==> config.mk <==
export PLATFORM = sky130hd
export DESIGN_NAME = mstep_csr
export DESIGN_NICKNAME = d
export VERILOG_FILES = /design/src/sv/mstep_pkg.sv /design/src/sv/mstep_csr.sv
export SDC_FILE = /design/constraint.sdc
export NUM_CORES = 1
export LEC_CHECK = 0
export ABC_AREA = 1
export BUFFER_PORTS_ARGS = -buffer_cell sky130_fd_sc_hd__buf_2
export CAP_MARGIN = 20
export CORE_UTILIZATION = 30
export CTS_CLUSTER_DIAMETER = 80
export DETAILED_ROUTE_END_ITERATION = 7
export PLACE_DENSITY = 0.65
export SLEW_MARGIN = 10
export SYNTH_ARGS = -nofsm -noshare
export SYNTH_HDL_FRONTEND = slang
export SYNTH_SLANG_ARGS = --single-unit
==> constraint.sdc <==
create_clock -name clock -period 1.1 [get_ports clock]
set_input_delay 0.165 -clock clock [delete_from_list [all_inputs] [get_ports clock]]
set_output_delay 0.165 -clock clock [all_outputs]
set_load 0.02 [all_outputs]
==> src/sv/mstep_pkg.sv <==
`default_nettype none
// ----------------------------------------------------------------------------
// mstep_pkg
// Shared types, opcodes and sizes for the MIPS subset instruction step core.
// ----------------------------------------------------------------------------
package mstep_pkg;

   localparam int unsigned DATA_WORDS  = 1024;
   localparam int unsigned DMEM_AW     = $clog2(DATA_WORDS);
   localparam int unsigned MEM_INDEX_W = 10;
   localparam int unsigned CSR_AW      = 3;

   localparam logic [31:0] START_PC_RESET  = 32'h0040_0000;
   localparam logic [31:0] DATA_BASE_RESET = 32'h1000_0000;

   // register offsets, selected by paddr[2]
   localparam logic CSR_START_PC  = 1'b0;
   localparam logic CSR_DATA_BASE = 1'b1;

   localparam logic MODE_EXEC    = 1'b0;
   localparam logic MODE_PRELOAD = 1'b1;

   localparam logic [5:0] OP_RTYPE = 6'h00;
   localparam logic [5:0] OP_J     = 6'h02;
   localparam logic [5:0] OP_BEQ   = 6'h04;
   localparam logic [5:0] OP_BNE   = 6'h05;
   localparam logic [5:0] OP_ADDI  = 6'h08;
   localparam logic [5:0] OP_SLTI  = 6'h0A;
   localparam logic [5:0] OP_ANDI  = 6'h0C;
   localparam logic [5:0] OP_ORI   = 6'h0D;
   localparam logic [5:0] OP_LUI   = 6'h0F;
   localparam logic [5:0] OP_LW    = 6'h23;
   localparam logic [5:0] OP_SW    = 6'h2B;

   localparam logic [5:0] FN_NOP = 6'h00;
   localparam logic [5:0] FN_ADD = 6'h20;
   localparam logic [5:0] FN_SUB = 6'h22;
   localparam logic [5:0] FN_AND = 6'h24;
   localparam logic [5:0] FN_OR  = 6'h25;
   localparam logic [5:0] FN_SLT = 6'h2A;

   typedef enum logic [1:0] {
      ST_OK       = 2'd0,
      ST_BAD_INST = 2'd1,
      ST_BAD_ADDR = 2'd2
   } status_type;

   typedef struct packed {
      logic [31:0]            next_pc;
      status_type             status;
      logic                   reg_written;
      logic [4:0]             reg_index;
      logic [31:0]            reg_value;
      logic                   is_load;
      logic                   mem_written;
      logic [MEM_INDEX_W-1:0] mem_index;
      logic [31:0]            mem_value;
   } exec_res_type;

   typedef struct packed {
      logic               en;
      logic               we;
      logic [DMEM_AW-1:0] addr;
      logic [31:0]        wdata;
   } dmem_req_type;

   typedef struct packed {
      logic        en;
      logic [4:0]  addr;
      logic [31:0] data;
   } rf_wr_type;

   typedef struct packed {
      logic        start_pc_we;
      logic [31:0] start_pc;
      logic [31:0] data_base;
   } csr_out_type;

endpackage
`default_nettype wire

==> src/sv/mstep_csr.sv <==
`default_nettype none
// ----------------------------------------------------------------------------
// mstep_csr
// APB register block: start_pc and data_base.
// ----------------------------------------------------------------------------
module mstep_csr
   import mstep_pkg::*;
(
   input  wire logic              clock,
   input  wire logic              reset,
   input  wire logic              psel,
   input  wire logic              penable,
   input  wire logic              pwrite,
   input  wire logic [CSR_AW-1:0] paddr,
   input  wire logic [31:0]       pwdata,
   output      logic [31:0]       prdata,
   output      logic              pready,
   output      csr_out_type       csr
);

   logic [31:0] start_pc_ff;
   logic [31:0] start_pc_in;
   logic [31:0] data_base_ff;
   logic [31:0] data_base_in;
   logic        wr;
   logic        sel;

   assign wr  = psel && penable && pwrite;
   assign sel = paddr[2];

   always_comb begin
      start_pc_in  = start_pc_ff;
      data_base_in = data_base_ff;
      if (wr) begin
         case (sel)
            CSR_START_PC:  start_pc_in  = pwdata;
            CSR_DATA_BASE: data_base_in = pwdata;
            default: begin
            end
         endcase
      end
   end

   always_ff @(posedge clock) begin
      if (reset) begin
         start_pc_ff  <= START_PC_RESET;
         data_base_ff <= DATA_BASE_RESET;
      end else begin
         start_pc_ff  <= start_pc_in;
         data_base_ff <= data_base_in;
      end
   end

   always_comb begin
      case (sel)
         CSR_START_PC:  prdata = start_pc_ff;
         CSR_DATA_BASE: prdata = data_base_ff;
         default:       prdata = '0;
      endcase
   end

   assign pready          = 1'b1;
   assign csr.start_pc_we = wr && (sel == CSR_START_PC);
   assign csr.start_pc    = pwdata;
   assign csr.data_base   = data_base_ff;

endmodule
`default_nettype wire
# --- Yosys cells after proc, flatten, opt, wreduce, memory -nomap -nowiden ---
# Index checks and enable logic that the tools add are counted.
word_totals:
  ff_bits: 64
  in_bits: 40
  wordCells: 9
classes:
  muxes: 1
  n_bitwise: 1
  reduce_logical: 5
ops:
  columns: ["operator", "count"]
  rows:
  - ["$pmux W32 S2", 1]
  - ["$reduce_and A2 Y1", 2]
  - ["$logic_and A1 B1 Y1", 3]
  - ["$not A1 Y1", 1]

# --- Depth between registers and ports, before layout ---
logic_depth:
  word_depth: 3
  mapped_depth: 6

# --- Least setup slack after synthesis ---
# OpenSTA, ideal clock, no wires.
synth_path:
  kind: "input to output"
  start: "input port paddr[2]"
  end: "output port prdata[0]"
  arrival_time_ps: 744
  required_time_ps: 935
  path_slack_ps: 191
  stages: 5
  n_path_buf: 2
  cell_sequence: "inv_2 buf_6 buf_2 nand2_1 nand2_1"
synth_via:
  elab_chain_len: 2
synth_lines:
  columns: ["element", "line_no", "text"]
  rows:
  - ["from (decl)", "mstep_csr.sv:14", "input wire logic [CSR_AW-1:0] paddr,"]
  - ["$not A1 Y1 (no source line)", null, null]
  - ["$pmux W32 S2 (*)", "mstep_csr.sv:55", "case (sel)"]
  - ["to (decl)", "mstep_csr.sv:16", "output logic [31:0] prdata,"]
# Every way passes the cells marked *; elsewhere a longest branch is shown, timed or not.

# --- Final worst setup path ---
layout_path:
  start: "register data_base_ff[26]"
  end: "output port prdata[26]"
layout_via:
  elab_chain_len: 1
layout_lines:
  columns: ["element", "line_no", "text"]
  rows:
  - ["from (decl)", "mstep_csr.sv:23", "logic [31:0] data_base_ff;"]
  - ["from (signal assigned)", "mstep_csr.sv:50", "data_base_ff <= data_base_in;"]
  - ["$pmux W32 S2", "mstep_csr.sv:55", null]
# Every way passes these cells.

==> flow_summary.json <==
{
  "syn_area_um2": 3340,
  "maxCapViolCount": 0,
  "crit_chain": "nand2_1 > nand2_1 > buf_6",
  "avgSynthCellArea_um2": 6.42,
  "drive_above_1_share_pct": 42.9,
  "grtUsageTotal_pct": 14.5,
  "io_buffers": 134,
  "min_to": "start_pc_ff[22]$_SDFFE_PP1P_",
  "p_comb_share_pct": 18.6,
  "status": "finished, final reports clean",
  "intPower_uw": 3990,
  "ant_nets": 0,
  "path_common_cell": "nand2_1",
  "min_from": "pwdata[22]",
  "leakagePower_uw": 0.00232,
  "cts_tree": "yes",
  "cp.arrival_ps": 930,
  "wl_per_cell_um": 10.6,
  "drc": 0,
  "endpoint_kind": "output pin",
  "synthArstFlopShare_pct": 0,
  "reg2reg_from": "start_pc_ff[22]$_SDFFE_PP1P_",
  "swShare_pct": 27.9,
  "io-pin-count": 138,
  "yosysSeqAreaShare_pct": 38.4,
  "reg2reg_to": "start_pc_ff[22]$_SDFFE_PP1P_",
  "synth_ff_type": "dfxtp_1",
  "startpoint_type": "register",
  "finalSetupTns_ps": 0,
  "crit_slowest_cell": "dfxtp_2",
  "cts_buffers": 9,
  "core_area_um2": 10800,
  "netlist_instances": 520,
  "min_path_cells": 3,
  "p_sw_uw": 1550,
  "grt_pass1_wl_um": 13200,
  "dp_hpwl_um": 5650,
  "final_max_slew_viol_count": 0,
  "final.period_utilization_pct": 99.8,
  "grt_max_degree": 37,
  "slowest_delay_ps": 340,
  "setup_viol": 0,
  "root_buffer": "clkbuf_8",
  "nets": 660,
  "finalPower_uw": 5540,
  "cp.required_ps": 940,
  "final_core_util_pct": 41.9,
  "power.density_nw_per_um2": 1220,
  "fillers": 1188,
  "antennaDiodeCount": 0,
  "num_rows": 38,
  "die_area_um2": 11500,
  "critical_path_class": "reg -> out",
  "vias": 3307,
  "start_util_pct": 30.8,
  "ys_warn_count": 0,
  "rsz0062_at_grt": "yes",
  "via_per_inst": 4.32,
  "firstDrtPassIters": 4,
  "placedCellCount": 748,
  "fin_skew_ps": 0,
  "final_hold_viol_count": 0,
  "layout.cells.non_filler": 765,
  "synth-seq-cells": 64,
  "critPathMaxFanout": 3,
  "totalWireLength_um": 8100,
  "clkTransAtPathRegs_ps": 80,
  "hp-class": "in -> reg",
  "die_h_um": 107,
  "clock_sinks": 64,
  "r2r_cells": 3,
  "finalCriticalPeriod_ps": 1100,
  "die_w_um": 107,
  "r2r_slack_ps": 410,
  "ctsHtreeMaxLevel": 3,
  "grt_pass1_vias": 2938,
  "drtIter0Drc": 130,
  "synth_cell_types": 16,
  "synth_nets": 560,
  "peakVddDrop_mv": 0.555,
  "power_frac_clock_pct": 36.9,
  "gp_congestion": 0.715,
  "clk_latency_ps": 320,
  "synth_edf_count": 0,
  "p_seq_share_pct": 44.5,
  "overflow": 0,
  "fmax_mhz": 911,
  "areaGrowthSynthToFinish_pct": 36.0,
  "antenna_found_initial": 0,
  "cts.path.max_buffers": 2
}
==> power by group through the flow <==
stage | Sequential [uW] | Clock [uW] | Combinational (uW)
2_1_floorplan | 2540 | 0 | 640
3_3_place_gp | 2500 | 0 | 946
3_5_place_dp | 2500 | 0 | 952
4_1_cts | 2460 | 2120 | 1010
5_1_grt | 2470 | 2250 | 1130
6_report | 2460 | 2040 | 1030
==> what timing repair did <==
| action | 4_1_cts | 5_1_grt |
|---|---|---|
| cloned | 0 | 0 |
| endpoints found under the setup margin | 32 | 32 |
| resized for setup | 100 | 51 |
| pin swaps | 15 | 18 |
| buffers inserted | 0 | 1 |
| hold buffers | 0 | 0 |
==> routing by layer <==
layer | vias up | GRT usage [%] | part of all wire (%)
met4 | 0 | 4.11 | 0.78
met5 | - | 0 | 0
met1 | 1476 | 17.6 | 49
met3 | 7 | 4.24 | 4.9
li1 | 1733 | - | -
met2 | 91 | 24.6 | 46
==> cell type report <==
cell class	instances	area [um^2]	area share [%]
Sequential cell	64	1360	29.9
Clock buffer	13	159	3.50
Timing Repair Buffer	154	1150	25.3
Inverter	35	131	2.89
Tap cell	140	175	3.86
Clock inverter	3	40.0	0.882
Multi-Input combinational cell	356	1530	33.7
==> cell families (layout without fill, tap and decap cells) <==
family	Yosys count	after routing	synth area share (%)
buffers and inverters	100	205	17.8
other	1	1	0.112
and+or+nand+nor	353	353	43.4
DFF	64	64	38.4
AOI/OAI and AO/OA	2	2	0.300
==> cells in the mapped netlist, types with 2 or more instances <==
cell     instances  area share, %
nand2_1        161             18
nor2_1         118             13
dfxtp_1         64             38
nand3_1         64            9.6
buf_4           35            7.9
inv_1           32            3.6
buf_2           15            2.2
buf_6            9            3.0
nor2_2           6            1.1
buf_1            5           0.56
inv_2            3           0.34
nor2_4           3            1.0
o21ai_1          2           0.30
==> how the worst max path moves through the flow <==
stage / to / cells past startpoint / slack, ps / startpoint
2_1_floorplan: prdata[0] / 5 / 190 / paddr[2]
3_3_place_gp: start_pc_ff[5]$_SDFFE_PP0P_ / 6 / 0.8 / pwrite
3_5_place_dp: data_base_ff[3]$_SDFFE_PP0P_ / 7 / -20 / paddr[2]
4_1_cts: prdata[26] / 3 / -30 / data_base_ff[26]$_SDFFE_PP0P_
5_1_grt: prdata[29] / 3 / -80 / data_base_ff[29]$_SDFFE_PP0P_
6_report: prdata[26] / 3 / 2 / data_base_ff[26]$_SDFFE_PP0P_
==> state kept, by name, indices dropped and copies added, names as in the netlist <==
| name | cells |
|---|---|
| start_pc_ff | 32 |
| data_base_ff | 32 |
==> worst max-delay path: cells and delay by family, from the launching register on <==
family,cells,cell delay (ps)
buffers and inverters,1,120
DFF,1,340
and+or+nand+nor,2,140
==> layout by cell type, fill, tap and decap left out <==
cell type / instances
nor2_1: 118
o21ai_1: 2
nor2_2: 6
dfxtp_2: 60
clkinv_2: 2
nand2_1: 134
nand3_1: 64
nor2_4: 3
buf_4: 10
nand3_2: 1
clkbuf_1: 2
nand2_2: 27
buf_12: 10
clkbuf_8: 11
inv_2: 3
buf_6: 32
conb_1: 1
buf_2: 102
inv_1: 32
bufinv_16: 1
dfxtp_1: 4
==> through the flow <==
stage / instance area, um^2 / hold WS (ps) / setup WS, ps
2_1_floorplan: 3340 / 291 / 191
3_3_place_gp: 3990 / 421 / 0.824
3_5_place_dp: 3990 / 424 / -17.7
4_1_cts: 4410 / 72.5 / -27.7
5_1_grt: 4540 / 72.6 / -75.9
6_report: 4540 / 88.0 / 2.20
(Power assumes the default switching activity.)
