$ cat src/sv/mstep_pkg.sv
`default_nettype none
// ----------------------------------------------------------------------------
// mstep_pkg
// Shared types, opcodes and sizes for the MIPS subset instruction step core.
// ----------------------------------------------------------------------------
package mstep_pkg;

   localparam int unsigned DATA_WORDS  = 1024;
   localparam int unsigned DMEM_AW     = $clog2(DATA_WORDS);
   localparam int unsigned MEM_INDEX_W = 10;
   localparam int unsigned CSR_AW      = 3;

   localparam logic [31:0] START_PC_RESET  = 32'h0040_0000;
   localparam logic [31:0] DATA_BASE_RESET = 32'h1000_0000;

   // register offsets, selected by paddr[2]
   localparam logic CSR_START_PC  = 1'b0;
   localparam logic CSR_DATA_BASE = 1'b1;

   localparam logic MODE_EXEC    = 1'b0;
   localparam logic MODE_PRELOAD = 1'b1;

   localparam logic [5:0] OP_RTYPE = 6'h00;
   localparam logic [5:0] OP_J     = 6'h02;
   localparam logic [5:0] OP_BEQ   = 6'h04;
   localparam logic [5:0] OP_BNE   = 6'h05;
   localparam logic [5:0] OP_ADDI  = 6'h08;
   localparam logic [5:0] OP_SLTI  = 6'h0A;
   localparam logic [5:0] OP_ANDI  = 6'h0C;
   localparam logic [5:0] OP_ORI   = 6'h0D;
   localparam logic [5:0] OP_LUI   = 6'h0F;
   localparam logic [5:0] OP_LW    = 6'h23;
   localparam logic [5:0] OP_SW    = 6'h2B;

   localparam logic [5:0] FN_NOP = 6'h00;
   localparam logic [5:0] FN_ADD = 6'h20;
   localparam logic [5:0] FN_SUB = 6'h22;
   localparam logic [5:0] FN_AND = 6'h24;
   localparam logic [5:0] FN_OR  = 6'h25;
   localparam logic [5:0] FN_SLT = 6'h2A;

   typedef enum logic [1:0] {
      ST_OK       = 2'd0,
      ST_BAD_INST = 2'd1,
      ST_BAD_ADDR = 2'd2
   } status_type;

   typedef struct packed {
      logic [31:0]            next_pc;
      status_type             status;
      logic                   reg_written;
      logic [4:0]             reg_index;
      logic [31:0]            reg_value;
      logic                   is_load;
      logic                   mem_written;
      logic [MEM_INDEX_W-1:0] mem_index;
      logic [31:0]            mem_value;
   } exec_res_type;

   typedef struct packed {
      logic               en;
      logic               we;
      logic [DMEM_AW-1:0] addr;
      logic [31:0]        wdata;
   } dmem_req_type;

   typedef struct packed {
      logic        en;
      logic [4:0]  addr;
      logic [31:0] data;
   } rf_wr_type;

   typedef struct packed {
      logic        start_pc_we;
      logic [31:0] start_pc;
      logic [31:0] data_base;
   } csr_out_type;

endpackage
`default_nettype wire

$ cat src/sv/mstep_regfile.sv
`default_nettype none
// ----------------------------------------------------------------------------
// mstep_regfile
// 32 x 32 register file, two registered read ports, one write port with
// write-to-read bypass. Per-entry valid bits make unwritten entries read zero.
// ----------------------------------------------------------------------------
module mstep_regfile
   import mstep_pkg::*;
(
   input  wire logic        clock,
   input  wire logic        reset,
   input  wire logic        rd_en,
   input  wire logic [4:0]  rd_addr_a,
   input  wire logic [4:0]  rd_addr_b,
   output      logic [31:0] rd_data_a,
   output      logic [31:0] rd_data_b,
   input  wire rf_wr_type   wr
);

   logic [31:0] mem [32];
   logic [31:0] valid_ff;
   logic [31:0] valid_in;
   logic [31:0] rd_data_a_ff;
   logic [31:0] rd_data_b_ff;

   always_comb begin
      valid_in = valid_ff;
      if (wr.en) begin
         valid_in[wr.addr] = 1'b1;
      end
   end

   always_ff @(posedge clock) begin
      if (reset) begin
         valid_ff <= '0;
      end else begin
         valid_ff <= valid_in;
      end
   end

   always_ff @(posedge clock) begin
      if (wr.en) begin
         mem[wr.addr] <= wr.data;
      end
   end

   always_ff @(posedge clock) begin
      if (rd_en) begin
         if (wr.en && wr.addr == rd_addr_a) begin
            rd_data_a_ff <= wr.data;
         end else begin
            rd_data_a_ff <= valid_ff[rd_addr_a] ? mem[rd_addr_a] : '0;
         end
         if (wr.en && wr.addr == rd_addr_b) begin
            rd_data_b_ff <= wr.data;
         end else begin
            rd_data_b_ff <= valid_ff[rd_addr_b] ? mem[rd_addr_b] : '0;
         end
      end
   end

   assign rd_data_a = rd_data_a_ff;
   assign rd_data_b = rd_data_b_ff;

endmodule
`default_nettype wire

$ cat config.mk
export PLATFORM = sky130hd
export DESIGN_NAME = mstep_regfile
export DESIGN_NICKNAME = d
export VERILOG_FILES = /design/src/sv/mstep_pkg.sv /design/src/sv/mstep_regfile.sv
export SDC_FILE = /design/constraint.sdc
export NUM_CORES = 2
export LEC_CHECK = 0
export ABC_CLOCK_PERIOD_IN_PS = 4130
export BUFFER_PORTS_ARGS = -buffer_cell sky130_fd_sc_hd__buf_2
export CORE_AREA = 2 2 414 416
export CTS_CLUSTER_DIAMETER = 100
export DETAILED_ROUTE_END_ITERATION = 10
export DIE_AREA = 0 0 416 418
export GPL_ROUTABILITY_DRIVEN = 1
export PLACE_DENSITY = 0.46
export SYNTH_ARGS = -nofsm -noshare
export SYNTH_HDL_FRONTEND = slang
export SYNTH_SLANG_ARGS = --single-unit
$ cat constraint.sdc
create_clock -name clock -period 4.13 [get_ports clock]
set_clock_uncertainty 0.2 [all_clocks]
set_input_delay 1.0325 -clock clock [delete_from_list [all_inputs] [get_ports clock]]
set_output_delay 1.0325 -clock clock [all_outputs]
set_load 0.005 [all_outputs]
# After elaboration in Yosys (flattened, before gate mapping)
# Memories as Yosys holds them, arrays and structs flattened.
# Cells that the tools add are included.
[word_totals]
output_inout_bits = 64
in_bits = 51
n_memories = 1
regBits = 96
ramBits = 1024
[op_classes]
bitwise_logic = 1
magnitude_cmp = 4
n_eq_ne = 2
mux = 12
reduce_logical = 3
[mem_list]
columns = ["name", "words", "width", "rd", "rd_clocked_by_memory_dff", "wr", "line", "source"]
rows = [
  ["mem", 32, 32, 2, 0, 1, "mstep_regfile.sv:20", "logic [31:0] mem [32];"],
]
[op_table]
columns = ["cell", "n"]
rows = [
  ["$mux 32", 4],
  ["$or 32x32->32", 1],
  ["$lt 5x6->1 const B", 3],
  ["$bmux 1 s5", 2],
  ["$eq 5x5->1", 2],
  ["$demux 1 s5", 1],
  ["$ge 5x1->1 const B", 1],
  ["$mux 1", 5],
  ["$logic_and 1x1->1", 3],
]

# Depth between registers and ports, before layout
[depth]
depth_word = 5
mapped_depth = 10
ltp_nobuf = 5

# Least setup slack after synthesis
# Ideal clock, no wire load.
[synth_path]
kind = "input port to flip-flop"
from = "input port wr[32] in the netlist's numbering"
to = "memory mem[28][0], enable pin"
required_ps = 3507
setup_slack_ps = 274
path_stages = 4
arrival_ps = 3233
path_cell_list = "clkbuf_1 -> or3b_2 -> clkbuf_1 -> nor2_1"
[synth_lines]
columns = ["item", "line", "source"]
rows = [
  ["start, declared", "mstep_regfile.sv:17", "input wire rf_wr_type wr"],
  ["end, declared", "mstep_regfile.sv:20", ""],
]
# No word-level cell before the write port.

# Worst setup path in the final report
[layout_path]
from = "input port rd_addr_b[0]"
to = "register rd_data_b_ff[9] (netlist: rd_data_b[9]) (data pin)"
[layout_via]
elab_chain_len = 4
elab_cells_between_ends = 7
[layout_lines]
columns = ["item", "line", "source"]
rows = [
  ["start, declared", "mstep_regfile.sv:14", "input wire logic [4:0] rd_addr_b,"],
  ["$bmux 1 s5", "mstep_regfile.sv:57", "rd_data_b_ff <= valid_ff[rd_addr_b] ? mem[rd_addr_b] : '0;"],
  ["$mux 1 (not written as such)", "mstep_regfile.sv:57", ""],
  ["$mux 32", "mstep_regfile.sv:57", ""],
  ["$mux 32 (*)", "mstep_regfile.sv:54", "if (wr.en && wr.addr == rd_addr_b) begin"],
  ["end signal, assigned", "mstep_regfile.sv:55", "rd_data_b_ff <= wr.data;"],
  ["end signal, assigned", "mstep_regfile.sv:57", ""],
  ["end, declared", "mstep_regfile.sv:24", "logic [31:0] rd_data_b_ff;"],
]
# Mark *: on every way between the ends. The rest lies on a longest branch, timed or not. The select of a mux whose other input is x is not followed.
# A chain may end at the register's enable or synchronous reset.

==> results.txt <==
* Endpoint of the lowest-slack register-to-register path: rd_data_b[0]
- For this run, the share of the core covered by cells in the final layout is 34.98%.
* Synth Register Bits: 1120
- The worst hold path begins at valid_ff[10].
- Summed over all layers, the global routing overflow is 0.
* Yosys warnings: 0
* Number of vias after detailed routing: 28240
- WP data required: 4.41 ns
* Routability cong.: 0.7599
- Post-synth design cell area: 0.05064 sq mm
* Time the final worst path needs with I/O delays and setup: 2.890 ns
- At the pin with the least slew margin, the transition time is 0.7660 ns.
* Layout area overhead: 16.80%
- Share of the clock period used by the worst path after layout: 69.98%
- After the first detailed-routing iteration, the DRC count stood at 3051.
* Highest cell delay on the worst timing path: 0.54 ns
- Total Wirelength: 175.3 mm
- Crit-path leading delay family: multiplexers
- Type of the worst setup path: in2reg
- The net count of the finished layout is 2676.
* Die extent in y: 418 um
* Final setup violation count: 0
* Overall die area: 0.1739 sq mm
- Detailed placement ended at an HPWL of 95.28 mm.
* CTS Hold Buffers Added: 0
- Class of the worst hold path: reg2reg
- Input and output buffers added on the ports amount to 114.
- In this run the static leakage power is 0.01826 uW.
* Synth cell types: 41
- Adding up every negative setup slack in the final design gives 0 ns.
- The first global-routing pass estimated 243.2 mm of wire.
- The flow ran to the end, and the final reports show no timing, DRC or antenna violations.
* Worst skew pair latency: 0.76 ns
- Buffers plus inverters on the worst setup path: 3
- Site row count: 151
- RSZ-0062 raised after global routing: false
- Most common library cell in the layout ignoring fill and taps: edfxtp_1
* Top cell type by total area after synthesis: edfxtp_1
- Clock tree root driver cell: clkbuf_16
* Sink of the worst hold path: valid_ff[10]
* Number of buffers created by CTS: 121
- The startpoint identified for the worst register-to-register timing path is valid_ff[29].
- For flop-to-flop paths, the worst setup slack is 1.57 ns.
* Clock tree from TritonCTS: yes
- The slowest stage of the critical path belongs to the cell mux4_2.
* Clk pin slew, worst setup/hold paths: 0.06 ns
- In the final routed layout, each cell accounts on average for 35.43 um.
- The number of global-route vias before repair is 29810.
- Cells with a size suffix above 1 make up 38.93% of the layout.
- After clock tree synthesis, the repair step resized 0 gates.
* Fraction of synthesis flops using an asynchronous set or reset pin: 0%
- Final hold violation count: 0
* Average via count per standard cell: 5.706
- Area fraction of the dominant cell type after synthesis: 64.52%
* Average cell area after synthesis: 20.73 sq um
* Slew Viols, Final: 0
* Synth top area cells: edfxtp_1 65%, mux4_2 26%, a22oi_1 1.5%, dfxtp_1 1.3%, clkbuf_1 0.90%
- Summing all placed instances gives a cell area of 0.05532 sq mm.
- Chip width: 416 um
* Peak supply drop: 0.4270 mV
- The initial antenna violation count was 10.
* Total I/O pin count: 115
- Across the run, the number of max-cap violations was 0.
- The first detailed-routing pass ran for 6 iterations.
- Length in cells of the worst reg-to-reg path: 6
- Leaving out fill and tap cells, the most frequent cells in the layout are 1088 x edfxtp_1, 582 x mux4_2, 121 x clkbuf_16.
- Syn_nets: 2494
- Postcts setup bufs: 0
* Number of remaining DRC errors: 0
- Sequential share of the synthesized area: 65.79%
- Entering global routing, the biggest net connects 65 pins.
- Critical path data arrival time: 3.17 ns
- The synthesized design contains 1088 enable-type register cells.
- For this run, the leading register cell type out of synthesis is edfxtp_1.
* Count of cells along the worst hold path: 2
- Initial standard-cell utilization of the core: 29.95%
* Gr usage total: 20.12%
- H-Tree Depth: 3
- Critical Path Fanout Max: 34
- Crit path capture type: register
- Sequence of cells on the critical path: buf_8, buf_12, buf_12, mux4_2, mux4_2, mux2i_1, o21ai_1
- Startpoint class of the critical path: primary input
- Final standard cell area without fillers: 0.05914 sq mm
- For this design, the sink count on the clock tree is 1120.
- The longest clock path from root to sink contains 3 buffers.
- Top achievable clock speed: 346.0 MHz
* Total power density per cell area: 430.6 mW/mm^2
- Final antenna-violating net count: 0
- Slew headroom: 48.94%
* Gate Count Post-Synth: 2443
* Core area: 0.1691 sq mm
==> power by group <==
part	switching, uW	total, uW	leakage (uW)	internal (uW)
sequential	81.7	12700	0.0101	12700
clock	4680	10700	0.00187	6000
combinational	1170	2060	0.00626	893
==> per-stage QoR <==
stage / instances / setup WS (ns) / total power [uW] / hold WS (ns)
after detailed placement: 4720 / 0.4655 / 15060 / 0.2843
after global placement: 4720 / 0.4381 / 15030 / 0.2673
final: 4948 / 1.240 / 25460 / 0.2949
after CTS: 4946 / 1.259 / 25740 / 0.3009
after global routing: 4947 / 1.164 / 26250 / 0.3234
after floorplan: 2443 / 0.2745 / 14140 / 0.2519
==> cells by family after synthesis <==
| family | after synthesis | share of synthesized area [%] |
|---|---|---|
| AO/OA/AOI/OAI | 189 | 2.822 |
| XOR/XNOR | 10 | 0.1730 |
| buffers and inverters | 204 | 1.740 |
| flip-flops | 1120 | 65.79 |
| multiplexers | 624 | 26.72 |
| AND/OR/NAND/NOR | 296 | 2.760 |
==> how the worst max path moves through the flow <==
stage,startpoint,to,cells past startpoint
after floorplan,wr[32],mem[28][0],4
after global placement,rd_addr_b[0],rd_data_b[10],7
after detailed placement,rd_addr_b[0],rd_data_b[4],7
after CTS,rd_addr_b[0],rd_data_b[9],7
after global routing,rd_addr_b[0],rd_data_b[4],7
final,rd_addr_b[0],rd_data_b[9],7
==> tightest hold or removal path, delay by kind of cell (launching register included) <==
kind	cells	cell delay, ns
flops	1	0.34
simple gates	2	0.12
==> cell type report <==
type / instances / area, sq um
clock buffers: 156 / 3189
repair buffers: 259 / 2489
multi-input cells: 1119 / 16720
flip-flops and latches: 1120 / 33310
clock inverters: 70 / 633.1
well taps: 2218 / 2775
fillers: 15500 / 110000
diodes: 2 / 5.005
inverters: 4 / 16.27
==> flip-flops by register name, summed over array words and instances, names as in the netlist <==
signal	count
rd_data_a	32
mem	1024
rd_data_b	32
valid_ff	32
==> synth_stat cells (3+ instances only) <==
cell type	instances
nand3_1	5
nand2_1	98
clkbuf_1	121
o21a_1	4
o32a_1	3
edfxtp_1	1088
a21oi_1	6
nor2_1	102
nand4_1	33
mux2i_1	41
or2_1	4
nor2b_1	3
mux4_2	582
buf_1	15
or3b_2	3
dfxtp_1	32
o21ai_1	31
a22oi_1	98
buf_6	4
buf_2	56
buf_4	4
nand3b_1	38
xor2_1	8
inv_1	4
a32o_1	32
a221oi_1	4
==> routing by layer <==
| metal | up-vias | global-route usage [%] | part of all wire, % |
|---|---|---|---|
| met1 | 15780 | 27.08 | 42 |
| met3 | 282 | 2.980 | 5.7 |
| li1 | 11050 | - | - |
| met4 | 6 | 5.775 | 3.0 |
| met5 | - | 0 | 0.023 |
| met2 | 1120 | 33.85 | 50 |
Note: power is estimated with default switching activity, not from simulation.
